==> src/rtl/lbp_pkg.sv <==
// shared constants, types and the uniform-pattern lookup table for the lbp block
package lbp_pkg;

    localparam int MAX_WIDTH  = 1024;
    localparam int MAX_HEIGHT = 1024;
    localparam int ADDR_W     = $clog2(MAX_WIDTH);
    localparam int CNT_W      = 11;
    localparam int COORD_W    = 10;
    localparam int PIX_W      = 8;
    localparam int BIN_W      = 6;
    localparam int FIFO_DEPTH = 4;
    localparam int FIFO_PTR_W = $clog2(FIFO_DEPTH);
    localparam int FIFO_CNT_W = $clog2(FIFO_DEPTH + 1);

    localparam logic [CNT_W-1:0] RESET_LINE_WIDTH   = CNT_W'(640);
    localparam logic [CNT_W-1:0] RESET_FRAME_HEIGHT = CNT_W'(480);
    localparam logic [CNT_W-1:0] MIN_DIM            = CNT_W'(3);

    localparam logic [BIN_W-1:0] NONUNIFORM_BIN     = BIN_W'(58);
    localparam logic [PIX_W-1:0] NONUNIFORM_PATTERN = PIX_W'(58);

    typedef enum logic {
        CFG_LINE_WIDTH   = 1'b0,
        CFG_FRAME_HEIGHT = 1'b1
    } t_cfg_index;

    typedef struct packed {
        logic [COORD_W-1:0] column;
        logic [COORD_W-1:0] line;
        logic               last;
    } t_pos;

    typedef logic [BIN_W-1:0] t_bin_lut [0:255];

    // rank of each uniform code among all uniform codes, nonuniform codes get 58
    function automatic t_bin_lut build_bin_lut();
        t_bin_lut   lut;
        logic [7:0] c;
        logic [7:0] d;
        int         rank;
        rank = 0;
        for (int i = 0; i < 256; i++) begin
            c = 8'(i);
            d = c ^ {c[6:0], c[7]};
            if ($countones(d) <= 2) begin
                lut[i] = BIN_W'(rank);
                rank   = rank + 1;
            end else begin
                lut[i] = NONUNIFORM_BIN;
            end
        end
        return lut;
    endfunction

    localparam t_bin_lut BIN_LUT = build_bin_lut();

endpackage

==> src/rtl/lbp_window.sv <==
// 3x3 window shift and neighbour compares into the raw 8-bit code
module lbp_window
    import lbp_pkg::*;
(
    input  logic             i_clk,
    input  logic             i_rst_n,
    input  logic             i_valid,
    input  logic             i_emit,
    input  logic [PIX_W-1:0] i_pixel,
    input  logic [PIX_W-1:0] i_old,
    input  logic [PIX_W-1:0] i_mid,
    input  t_pos             i_pos,
    output logic             o_valid,
    output logic [7:0]       o_code,
    output t_pos             o_pos
);

    // r_win[row*3+col], row 0 is the oldest line
    logic [PIX_W-1:0] r_win [9];
    logic [PIX_W-1:0] centre;
    logic [7:0]       n_code;
    logic             r_valid;
    logic [7:0]       r_code;
    t_pos             r_pos;

    // compares against the window as it stands after this shift
    always_comb begin
        centre    = r_win[5];
        n_code[0] = i_mid    > centre;
        n_code[1] = i_pixel  > centre;
        n_code[2] = r_win[8] > centre;
        n_code[3] = r_win[7] > centre;
        n_code[4] = r_win[4] > centre;
        n_code[5] = r_win[1] > centre;
        n_code[6] = r_win[2] > centre;
        n_code[7] = i_old    > centre;
    end

    always_ff @(posedge i_clk) begin
        if (!i_rst_n) begin
            for (int i = 0; i < 9; i++) begin
                r_win[i] <= '0;
            end
        end else if (i_valid) begin
            for (int r = 0; r < 3; r++) begin
                r_win[r*3]     <= r_win[r*3 + 1];
                r_win[r*3 + 1] <= r_win[r*3 + 2];
            end
            r_win[2] <= i_old;
            r_win[5] <= i_mid;
            r_win[8] <= i_pixel;
        end
    end

    always_ff @(posedge i_clk) begin
        if (!i_rst_n) begin
            r_valid <= 1'b0;
        end else begin
            r_valid <= i_valid && i_emit;
        end
    end

    always_ff @(posedge i_clk) begin
        if (i_valid) begin
            r_code <= n_code;
            r_pos  <= i_pos;
        end
    end

    assign o_valid = r_valid;
    assign o_code  = r_code;
    assign o_pos   = r_pos;

endmodule

==> config.mk <==
export PLATFORM = sky130hd
export DESIGN_NAME = lbp_window
export DESIGN_NICKNAME = d
export VERILOG_FILES = /design/src/rtl/lbp_pkg.sv /design/src/rtl/lbp_window.sv
export SDC_FILE = /design/constraint.sdc
export NUM_CORES = 1
export LEC_CHECK = 0
export BUFFER_PORTS_ARGS = -buffer_cell sky130_fd_sc_hd__buf_2
export CAP_MARGIN = 20
export CORE_MARGIN = 4
export CORE_UTILIZATION = 56
export CTS_CLUSTER_DIAMETER = 50
export DETAILED_ROUTE_END_ITERATION = 6
export PLACE_DENSITY = 0.84
export SYNTH_ARGS = -nofsm -noshare
export SYNTH_HDL_FRONTEND = slang
export SYNTH_SLANG_ARGS = --single-unit
==> constraint.sdc <==
create_clock -name i_clk -period 2.7 [get_ports i_clk]
set_input_delay 0.27 -clock i_clk [delete_from_list [all_inputs] [get_ports i_clk]]
set_output_delay 0.27 -clock i_clk [all_outputs]
set_load 0.02 [all_outputs]
==> results.json <==
{
  "period_minus_slack_ns": 1.82,
  "clk_pin_slew_ns": 0.08,
  "crit_path_start": "r_win[0][43]",
  "rsz0062_at_grt": "no",
  "worst_path_largest_cell_delay_ns": 0.38,
  "final_cell_mix": "buf_2, edfxtp_1, ha_1, and3_1, a21oi_1",
  "post_cts_resized": 0,
  "hold_class": "primary input to flop",
  "p_leak_nw": 2.26,
  "synth_area_leaders": "edfxtp_1, ha_1, and3_1",
  "synth_compound_area_share_pct": 9.55,
  "start_util_pct": 57.8,
  "grt_pass1_wl_um": 13000,
  "hold_viol": 0,
  "nNetsFinal": 499,
  "wl_per_cell_um": 16.7,
  "syn_inst": 305,
  "synth_xor_area_share_pct": 0,
  "die_x_um": 94.5,
  "status": "complete, no violations",
  "arrival_ns": 1.92,
  "rr_worst_depth": 5,
  "firstDrtPassIters": 4,
  "yosysWarnings": 0,
  "final_antenna_net_count": 0,
  "syn_avg_cell_area_um2": 13.7,
  "peakVddDrop_v": 0.000377,
  "worstPathCellList": "inv_1 > ha_1 > a21oi_1 > a21oi_2 > o22a_1",
  "drc": 0,
  "tightestPinTransition_ns": 0.730,
  "cts_root_buf": "clkbuf_8",
  "finalNonFillerCells": 490,
  "vias_per_cell": 5.67,
  "synth-simple-area-share_pct": 13.2,
  "crit-reg2reg-capture": "o_code[6]",
  "synth_top_family_by_area": "adder cells",
  "seq_area_frac_synth_pct": 55.6,
  "setup_tns_ns": 0,
  "ys_ff_latch": 78,
  "hold_buffers": 0,
  "netlist_area_um2": 4190,
  "grt_usage_pct": 19.2,
  "p_per_area_nw_per_um2": 611,
  "min-delay-start": "i_pos[19]",
  "holdPathStages": 1,
  "dp_cells": 474,
  "synth_top_area_share_pct": 55.1,
  "worstHoldEndpoint": "o_pos[19]",
  "finalSetupViolCount": 0,
  "cp-end-kind": "flop",
  "crit_path_max_fanout": 8,
  "dr_total_vias": 2778,
  "synth_largest_area_cell": "edfxtp_1",
  "synth_cell_types": 16,
  "clk_latency_ns": 0.34,
  "n_antenna_cell": 0,
  "grt_pass1_vias": 2747,
  "final_common_cell": "buf_2",
  "crit_slowest_cell": "edfxtp_1",
  "final_area_um2": 4890,
  "fp.dieH_um": 94.5,
  "synth_mux_area_share_pct": 0,
  "num_io_pins": 79,
  "clockBufferDepth": 2,
  "placed_area_um2": 4670,
  "drt_wl_total_um": 8200,
  "grt_antenna_before_repair": 0,
  "area_growth_pct": 16.6,
  "slew_violations": 0,
  "maxCapViolations": 0,
  "port_buffers": 78,
  "reg2reg_setup_slack_ns": 0.88,
  "fmax_ghz": 0.549,
  "first_iter_violations": 231,
  "worst-endpoint-required_ns": 2.80,
  "fin_crit_sh_pct": 67.4,
  "drive_gt1_share_pct": 30.7,
  "cts_tree": "yes",
  "htreeDepth": 3,
  "startpoint_type": "flop",
  "fp.coreArea_um2": 7250,
  "finalClockSkew_ns": 0.00898,
  "syn_nets": 418,
  "dieArea_um2": 8930,
  "rows": 31,
  "slew_headroom_pct": 51.3,
  "post-dp-hpwl_um": 5570,
  "nFillCells": 538,
  "post_cts_buffers": 0,
  "gp_congestion": 0.796,
  "grt_max_degree": 79,
  "rr_startpoint": "r_win[0][43]",
  "path_class": "flop to flop",
  "clock-sinks": 78,
  "grt.overflow.total": 0,
  "synthAdderAreaFrac_pct": 19.1,
  "numCtsBuffers": 9
}
==> worst max path at each step <==
stage                    to  slack (ns)  cells past startpoint
6_report          o_code[6]        0.88                      5
4_1_cts           o_code[6]        0.87                      5
5_1_grt           o_code[1]        0.78                      5
2_1_floorplan  r_win[0][10]        0.67                      2
3_3_place_gp      o_code[2]        0.96                      6
3_5_place_dp      o_code[1]        0.90                      6
==> logic make-up after synthesis <==
logic type                 after synthesis
AOI/OAI and AO/OA                       56
DFF                                     78
adders and majority gates               64
and+or+nand+nor                         82
buffers and inverters                   25
==> synthesized netlist by cell type <==
cell type	count
edfxtp_1	77
ha_1	64
and3_1	49
a21oi_1	24
nand4_1	16
inv_1	15
a21oi_2	8
nand2_1	8
nor2b_4	8
o211ai_2	8
o21ai_0	8
o22a_1	8
buf_2	5
clkbuf_2	5
dfxtp_1	1
nand2b_1	1
==> final cells by class <==
type                       instances  area, um^2  share of cell area (%)
sequential                        78        2330                    47.7
clock buffer                      10         128                    2.61
tap                               99         124                    2.53
multi-input combinational        202        1760                    35.9
clock inverter                     6        86.3                    1.77
timing repair buffer              80         405                    8.29
inverter                          15        56.3                    1.15
==> power breakdown <==
part	switching [mW]	total (mW)	internal, mW
Clock	0.417	0.938	0.521
Sequential	0.0373	1.48	1.44
Combinational	0.333	0.571	0.239
==> metrics by stage <==
step	hold slack, ns	utilization (%)	setup WS, ns	total power [mW]
floorplan	0.369	-	0.669	1.89
global placement	0.446	64.4	0.963	2.04
detailed placement	0.448	64.4	0.900	2.07
CTS	0.0774	67.4	0.873	3.01
global route	0.0732	67.4	0.781	3.14
finish	0.0944	67.4	0.879	2.99
==> registers in the layout, indices dropped and copies added (netlist names) <==
name and count:
o_valid 1, o_pos 21, o_code 8, r_win 48
==> worst max-delay path: cells and delay by family (launching register included) <==
family | cells | cell delay [ns]
compound gates | 3 | 0.48
fa+ha+maj | 1 | 0.35
buf+inv | 1 | 0.36
flops | 1 | 0.38
==> per-layer routing <==
layer | vias up | global-route usage [%] | part of all wire (%)
met5 | - | 0 | 0
met4 | 0 | 9.01 | 1.2
met3 | 8 | 4.70 | 6.9
met2 | 99 | 32.3 | 48
met1 | 1315 | 23.4 | 44
li1 | 1356 | - | -
No activity file was read; power rests on OpenSTA's default activity.
