===== src/rtl/lbp_pkg.sv =====
// shared constants, types and the uniform-pattern lookup table for the lbp block
package lbp_pkg;

    localparam int MAX_WIDTH  = 1024;
    localparam int MAX_HEIGHT = 1024;
    localparam int ADDR_W     = $clog2(MAX_WIDTH);
    localparam int CNT_W      = 11;
    localparam int COORD_W    = 10;
    localparam int PIX_W      = 8;
    localparam int BIN_W      = 6;
    localparam int FIFO_DEPTH = 4;
    localparam int FIFO_PTR_W = $clog2(FIFO_DEPTH);
    localparam int FIFO_CNT_W = $clog2(FIFO_DEPTH + 1);

    localparam logic [CNT_W-1:0] RESET_LINE_WIDTH   = CNT_W'(640);
    localparam logic [CNT_W-1:0] RESET_FRAME_HEIGHT = CNT_W'(480);
    localparam logic [CNT_W-1:0] MIN_DIM            = CNT_W'(3);

    localparam logic [BIN_W-1:0] NONUNIFORM_BIN     = BIN_W'(58);
    localparam logic [PIX_W-1:0] NONUNIFORM_PATTERN = PIX_W'(58);

    typedef enum logic {
        CFG_LINE_WIDTH   = 1'b0,
        CFG_FRAME_HEIGHT = 1'b1
    } t_cfg_index;

    typedef struct packed {
        logic [COORD_W-1:0] column;
        logic [COORD_W-1:0] line;
        logic               last;
    } t_pos;

    typedef logic [BIN_W-1:0] t_bin_lut [0:255];

    // rank of each uniform code among all uniform codes, nonuniform codes get 58
    function automatic t_bin_lut build_bin_lut();
        t_bin_lut   lut;
        logic [7:0] c;
        logic [7:0] d;
        int         rank;
        rank = 0;
        for (int i = 0; i < 256; i++) begin
            c = 8'(i);
            d = c ^ {c[6:0], c[7]};
            if ($countones(d) <= 2) begin
                lut[i] = BIN_W'(rank);
                rank   = rank + 1;
            end else begin
                lut[i] = NONUNIFORM_BIN;
            end
        end
        return lut;
    endfunction

    localparam t_bin_lut BIN_LUT = build_bin_lut();

endpackage


===== src/rtl/lbp_out_fifo.sv =====
// uniform mapping and a small result queue that decouples the output handshake
module lbp_out_fifo
    import lbp_pkg::*;
(
    input  logic                  i_clk,
    input  logic                  i_rst_n,
    input  logic                  i_push,
    input  logic [7:0]            i_code,
    input  t_pos                  i_pos,
    input  logic                  i_ready,
    output logic                  o_valid,
    output logic [PIX_W-1:0]      o_pattern,
    output logic [BIN_W-1:0]      o_bin,
    output t_pos                  o_pos,
    output logic [FIFO_CNT_W-1:0] o_count
);

    logic [PIX_W-1:0]      r_pattern [FIFO_DEPTH];
    logic [BIN_W-1:0]      r_bin     [FIFO_DEPTH];
    t_pos                  r_pos     [FIFO_DEPTH];
    logic [FIFO_PTR_W-1:0] r_wr_ptr;
    logic [FIFO_PTR_W-1:0] r_rd_ptr;
    logic [FIFO_CNT_W-1:0] r_count;
    logic [FIFO_CNT_W-1:0] n_count;
    logic [BIN_W-1:0]      push_bin;
    logic [PIX_W-1:0]      push_pattern;
    logic                  pop;

    always_comb begin
        push_bin     = BIN_LUT[i_code];
        push_pattern = (push_bin == NONUNIFORM_BIN) ? NONUNIFORM_PATTERN : i_code;
    end

    assign pop = o_valid && i_ready;

    always_comb begin
        n_count = r_count;
        if (i_push && !pop) begin
            n_count = r_count + 1'b1;
        end else if (!i_push && pop) begin
            n_count = r_count - 1'b1;
        end
    end

    always_ff @(posedge i_clk) begin
        if (!i_rst_n) begin
            r_wr_ptr <= '0;
            r_rd_ptr <= '0;
            r_count  <= '0;
        end else begin
            r_count <= n_count;
            if (i_push) begin
                r_wr_ptr <= r_wr_ptr + 1'b1;
            end
            if (pop) begin
                r_rd_ptr <= r_rd_ptr + 1'b1;
            end
        end
    end

    always_ff @(posedge i_clk) begin
        if (i_push) begin
            r_pattern[r_wr_ptr] <= push_pattern;
            r_bin[r_wr_ptr]     <= push_bin;
            r_pos[r_wr_ptr]     <= i_pos;
        end
    end

    assign o_valid   = r_count != '0;
    assign o_pattern = r_pattern[r_rd_ptr];
    assign o_bin     = r_bin[r_rd_ptr];
    assign o_pos     = r_pos[r_rd_ptr];
    assign o_count   = r_count;

    a_no_overflow: assert property (@(posedge i_clk) disable iff (!i_rst_n)
        !(i_push && !pop && r_count == FIFO_CNT_W'(FIFO_DEPTH)))
        else $error("result queue overflow");

    a_bin_matches_pattern: assert property (@(posedge i_clk) disable iff (!i_rst_n)
        o_valid |-> ((o_bin == NONUNIFORM_BIN) == (o_pattern == NONUNIFORM_PATTERN)))
        else $error("bin and pattern disagree on nonuniform code");

endmodule


===== config.mk =====
export PLATFORM = sky130hd
export DESIGN_NAME = lbp_out_fifo
export DESIGN_NICKNAME = d
export VERILOG_FILES = /design/src/rtl/lbp_pkg.sv /design/src/rtl/lbp_out_fifo.sv
export SDC_FILE = /design/constraint.sdc
export NUM_CORES = 1
export LEC_CHECK = 0
export ABC_CLOCK_PERIOD_IN_PS = 3550
export BUFFER_PORTS_ARGS = -buffer_cell sky130_fd_sc_hd__buf_2
export CAP_MARGIN = 20
export CORE_AREA = 2 2 164 166
export CTS_BUF_LIST = sky130_fd_sc_hd__clkbuf_8
export DETAILED_ROUTE_END_ITERATION = 7
export DIE_AREA = 0 0 166 168
export GPL_ROUTABILITY_DRIVEN = 0
export HOLD_SLACK_MARGIN = 0.08
export SLEW_MARGIN = 20
export SYNTH_ARGS = -nofsm -noshare
export SYNTH_HDL_FRONTEND = slang
export SYNTH_SLANG_ARGS = --single-unit

===== constraint.sdc =====
create_clock -name i_clk -period 3.55 [get_ports i_clk]
set_input_delay 0.71 -clock i_clk [delete_from_list [all_inputs] [get_ports i_clk]]
set_output_delay 0.71 -clock i_clk [all_outputs]
set_load 0.02 [all_outputs]

==> impl_metrics.env, run 1 <==
export IMPL_outcome="completed"
export IMPL_mappedNetlistArea_um2=6470
export IMPL_synthSimpleGateAreaFrac_pct=6.27
export IMPL_gr_total_overflow=0
export IMPL_ys_types=60
export IMPL_p_leak_uw=0.00250
export IMPL_grt_max_degree=36
export IMPL_worstSkewPairLatency_ps=440
export IMPL_synth_compound_area_share_pct=6.98
export IMPL_maxCapViolations=0
export IMPL_arrival_ps=3160
export IMPL_hold_viol=0
export IMPL_grt_pass1_vias=3613
export IMPL_final_nets=486
export IMPL_firstDrtPassIters=7
export IMPL_synth_top_family_by_area="multiplexers"
export IMPL_portBuffers=71
export IMPL_avgSynthCellArea_um2=17.5
export IMPL_wl_um=13000
export IMPL_synth_fa_ha_area_share_pct=2.63
export IMPL_track_usage_pct=9.43
export IMPL_die_w_um=166
export IMPL_synthArstFlopShare_pct=0
export IMPL_synth_edff_count=140
export IMPL_postCtsSetupRepairBufs=0
export IMPL_synthCells=369
export IMPL_cts_resized=0
export IMPL_drcViolationCount=0
export IMPL_layout_drive_gt1_share_pct=35.5
export IMPL_cts_tree="done"
export IMPL_synth_flop_cell="edfxtp_1"
export IMPL_synthTopCellsByArea="edfxtp_1 (65%), mux4_2 (12%), dfxtp_1 (2.8%)"
export IMPL_dieArea_um2=27900
export IMPL_antenna_found_initial=0
export IMPL_drt_iter0_drc=475
export IMPL_hpwlAfterDp_um=8350
export IMPL_viasPerCell=4.57
export IMPL_hp_class="in -> reg"
export IMPL_topRoutingLayerUsed="met4"
export IMPL_core_um2=26400
export IMPL_required_ps=3740
export IMPL_htreeDepth=4
export IMPL_cts_root_buf="clkbuf_8"
export IMPL_area_delta_synth_final_pct=16.6
export IMPL_worstPathMaxFanout=11
export IMPL_initial_core_util_pct=24.5
export IMPL_slew_headroom_pct=31.4
export IMPL_synth_seq_cells=149
export IMPL_io_pins=72
export IMPL_ir_drop_mv=0.233
export IMPL_ant_nets=0
export IMPL_route_vias_total=3630
export IMPL_ys_seq_area_share_pct=67.8
export IMPL_numCtsBuffers=17
export IMPL_die_height_um=168
export IMPL_n_antenna_cell=0
export IMPL_finalMaxSlewViolations=0
export IMPL_place_inst=762
export IMPL_period_share_pct=83.7
export IMPL_synth_warnings=0
export IMPL_fp_row_count=60
export IMPL_setup_viol=0
export IMPL_grt_pass1_wl_um=20100
export IMPL_period_minus_slack_ps=2970
export IMPL_cts_sinks=149
export IMPL_end_kind="flop"
export IMPL_syn_nets=415
export IMPL_synth_top_area_share_pct=65.0
export IMPL_met1Wirelength_um=5520
export IMPL_worstMarginPinSlew_ps=1030
export IMPL_met3WireLength_um=795
export IMPL_clock_path_buffers=2
export IMPL_yosysTopAreaCell="edfxtp_1"
export IMPL_finalClockSkew_ps=10.4
export IMPL_stdcell_count=794
export IMPL_fin_tns_setup_ps=0
export IMPL_synthMuxAreaShare_pct=13.3
export IMPL_post_drt_wl_per_cell_um=16.4
export IMPL_route_met2_wl_um=6390
export IMPL_rsz0062_at_grt="no"
export IMPL_post_synth_top_count_cell="edfxtp_1"
export IMPL_power_density_nw_per_um2=609
export IMPL_max_freq_mhz=337
export IMPL_synth_xor_area_share_pct=0.677
export IMPL_path_clk_slew_ps=90
export IMPL_crit_type="in -> reg"
export IMPL_yosys_top_cells_count="edfxtp_1 (140), mux4_2 (35), nor2b_1 (13)"
export IMPL_cp_start_kind="input port"
export IMPL_hold_buffers=0
[logic make-up (layout without fill, tap and decap cells)]
family                   after synthesis  after routing
multiplexers                          42             42
XOR/XNOR                               5              5
buffers and inverters                 32            116
flip-flops                           149            149
AND/OR/NAND/NOR                       69             69
AO/OA/AOI/OAI                         59             59
adder cells (fa/ha/maj)               13             13
[worst paths after layout]
path,start,end,slack [ps],cells past startpoint
worst max-delay path,i_code[0],r_pattern[0][3],580,9
worst min-delay path,i_pos[15],r_pos[2][15],480,1
worst max register to register,o_count[0],o_count[2],1300,8
worst min register to register,o_count[2],o_count[2],500,2
[area by class of cell]
cell class                      instances  area [um2]
Sequential cell                       149        4390
Fill cell                            2609       18800
Inverter                               10        37.5
Multi-Input combinational cell        188        1930
Tap cell                              341         427
Clock buffer                           17         234
Timing Repair Buffer                   74         378
Clock inverter                         15         145
[sequential cells by signal, indices dropped and copies added (netlist names), named ones only]
register and count:
o_count 3, r_rd_ptr 2, r_pos 84, r_wr_ptr 2, r_bin 24, r_pattern 32
[where the power goes]
group / leakage (uW) / total [uW] / switching, uW / internal, uW
Sequential: 0.00136 / 2100 / 55.0 / 2050
Combinational: 0.000935 / 1210 / 694 / 520
Clock: 0.000209 / 1280 / 651 / 629
Total: 0.00250 / 4590 / 1400 / 3190
[through the flow]
| stage | cell area [um2] | hold WS (ps) | util [%] | power [uW] | setup slack (ps) |
|---|---|---|---|---|---|
| global route | 7540 | 435 | 28.6 | 4820 | 475 |
| floorplan | 6470 | 528 | - | 3010 | 642 |
| CTS | 7540 | 432 | 28.6 | 4680 | 701 |
| finish | 7540 | 482 | 28.6 | 4590 | 579 |
| detailed placement | 7160 | 500 | 27.2 | 3390 | 235 |
| global placement | 7160 | 481 | 27.2 | 3370 | 412 |
[cell usage in the layout (no fill, tap or decap), types with 3 or more instances in the layout]
cell type / n
a211oi_1: 3
a21o_1: 3
a21oi_1: 7
a21oi_2: 4
a31oi_1: 4
and2_1: 8
and2_2: 4
buf_2: 71
buf_4: 3
clkbuf_8: 17
dfxtp_1: 7
edfxtp_1: 140
ha_1: 12
inv_1: 10
inv_4: 8
inv_6: 3
mux2i_1: 7
mux4_2: 35
nand2_1: 3
nand3_1: 5
nor2_1: 10
nor2b_1: 13
nor3_1: 4
o21ai_0: 9
o31ai_1: 5
or3_1: 4
xnor2_1: 3
[critical path, cell delays in order]
cell,delay [ps]
buf_2,200
inv_1,160
ha_1,270
or3b_1,360
o31ai_1,140
a221oi_1,390
o31a_1,310
o2111ai_1,190
o21ai_0,440
[routing by layer]
| metal | vias to the layer above | track usage, % |
|---|---|---|
| met5 | - | 0 |
| met4 | 0 | 4.39 |
| met3 | 20 | 2.70 |
| met2 | 149 | 15.6 |
| met1 | 1826 | 11.4 |
| li1 | 1635 | - |
(Power assumes the default switching activity.)
==> inputs of run 2 (changes only) <==
ABC_CLOCK_PERIOD_IN_PS = 3100   (was 3550)
clock period = 3.1 ns   (was 3.55 ns; I/O delays follow)
==> impl_metrics.env, run 2 (synthesized netlist as in run 1, its figures left out) <==
export IMPL_outcome="completed"
export IMPL_worstSkewPairLatency_ps=450
export IMPL_io_pins=72
export IMPL_r2r_end="o_count[2]"
export IMPL_grt_max_degree=36
export IMPL_portBuffers=71
export IMPL_largest_registers="r_pos: 84 flops, r_pattern: 32 flops, r_bin: 24 flops"
export IMPL_cts_root_buf="clkbuf_8"
export IMPL_viasPerCell=4.60
export IMPL_cp_start_kind="input port"
export IMPL_die_w_um=166
export IMPL_arrival_ps=2810
export IMPL_reg2reg_from="o_count[0]"
export IMPL_grt_pass1_vias=3800
export IMPL_period_share_pct=84.6
export IMPL_area_delta_synth_final_pct=18.6
export IMPL_p_leak_uw=0.00254
export IMPL_slew_headroom_pct=61.3
export IMPL_n_antenna_cell=0
export IMPL_cts_sinks=149
export IMPL_fin_util_pct=29.1
export IMPL_track_usage_pct=10.0
export IMPL_dieArea_um2=27900
export IMPL_p_total_uw=5320
export IMPL_power_density_nw_per_um2=694
export IMPL_min_from="i_pos[15]"
export IMPL_fp_row_count=60
export IMPL_required_ps=3280
export IMPL_drcViolationCount=0
export IMPL_wl_um=13600
export IMPL_ir_drop_mv=0.309
export IMPL_final_nets=493
export IMPL_htreeDepth=4
export IMPL_rsz0062_at_grt="no"
export IMPL_hp_class="in -> reg"
export IMPL_grt_pass1_wl_um=21500
export IMPL_hold_depth=1
export IMPL_clock_path_buffers=2
export IMPL_final_common_cell="edfxtp_1"
export IMPL_die_height_um=168
export IMPL_finalMaxSlewViolations=0
export IMPL_core_um2=26400
export IMPL_largest_register="r_pos"
export IMPL_largest_reg_flops=84
export IMPL_numCtsBuffers=17
export IMPL_place_inst=769
export IMPL_layout_drive_gt1_share_pct=36.5
export IMPL_period_minus_slack_ps=2620
export IMPL_max_freq_mhz=381
export IMPL_hpwlAfterDp_um=8910
export IMPL_r2r_slack_ps=840
export IMPL_drt_iter0_drc=420
export IMPL_cts_tree="done"
export IMPL_layout_common_cells="edfxtp_1 (140), buf_2 (71), mux4_2 (35)"
export IMPL_initial_core_util_pct=24.5
export IMPL_ant_nets=0
export IMPL_finalClockSkew_ps=17.6
export IMPL_stdcell_count=801
export IMPL_hold_viol=0
export IMPL_antenna_found_initial=0
export IMPL_cts_resized=0
export IMPL_maxCapViolations=0
export IMPL_firstDrtPassIters=5
export IMPL_fin_tns_setup_ps=0
export IMPL_path_clk_slew_ps=100
export IMPL_fillers=2611
export IMPL_hold_buffers=0
export IMPL_holdPathEnd="r_pos[1][15]"
export IMPL_gr_total_overflow=0
export IMPL_postCtsSetupRepairBufs=0
export IMPL_worstMarginPinSlew_ps=580
export IMPL_post_drt_wl_per_cell_um=16.9
export IMPL_worstPathMaxFanout=13
export IMPL_ff2ff_path_depth=8
export IMPL_setup_viol=0
export IMPL_route_vias_total=3688
export IMPL_crit_type="in -> reg"
export IMPL_end_kind="flop"
-- run 2: cell count changes in the layout (fill, tap and decap cells not counted), moves of 2 or more --
cell / before / now
inv_4: 8 / 0
clkinv_4: 0 / 2
inv_8: 0 / 3
inv_6: 3 / 6
buf_12: 0 / 5
buf_4: 3 / 5
-- run 2: stage by stage --
stage	worst slack, ps	instance area [um2]	hold WS [ps]
global placement	175	7280	481
CTS	418	7670	342
finish	479	7670	380
detailed placement	90.7	7280	538
floorplan	282	6470	528
global route	322	7670	345
-- run 2: critical path, cell delays in order --
cell	delay [ps]
buf_2	170
inv_1	170
ha_1	250
or3b_1	410
buf_4	190
o31ai_1	80
a221oi_1	130
o31a_1	330
o2111a_2	220
a21o_1	230
-- run 2: layout make-up --
class	instances	area (um2)	share of cell area, %
Timing Repair Buffer	81	493	6.42
Sequential cell	149	4390	57.2
Inverter	10	37.5	0.489
Tap cell	341	427	5.56
Multi-Input combinational cell	188	1930	25.2
Clock inverter	15	161	2.10
Clock buffer	17	234	3.05
-- run 2: worst max path at each step --
stage              start               to  slack [ps]  depth (start not counted)
6_report       i_code[1]  r_pattern[0][5]         480                         10
5_1_grt        i_code[1]  r_pattern[0][3]         320                         11
3_3_place_gp   i_code[0]  r_pattern[0][5]         180                         10
4_1_cts             flop     o_pattern[4]         420                          3
3_5_place_dp   i_code[1]  r_pattern[2][5]          90                         10
2_1_floorplan  i_code[1]  r_pattern[0][4]         280                          9
-- run 2: metal layers --
layer  GRT usage [%]  share of wire, %
met3            3.17               6.0
met4            3.86               1.6
met5               0                 0
met2            16.5                49
met1            12.3                43
-- run 2: power breakdown --
group	leakage (uW)	total (uW)	switching (uW)	internal, uW
clock	0.000199	1490	814	671
combinational	0.000984	1430	809	623
sequential	0.00136	2410	66.3	2340
total	0.00254	5320	1690	3630
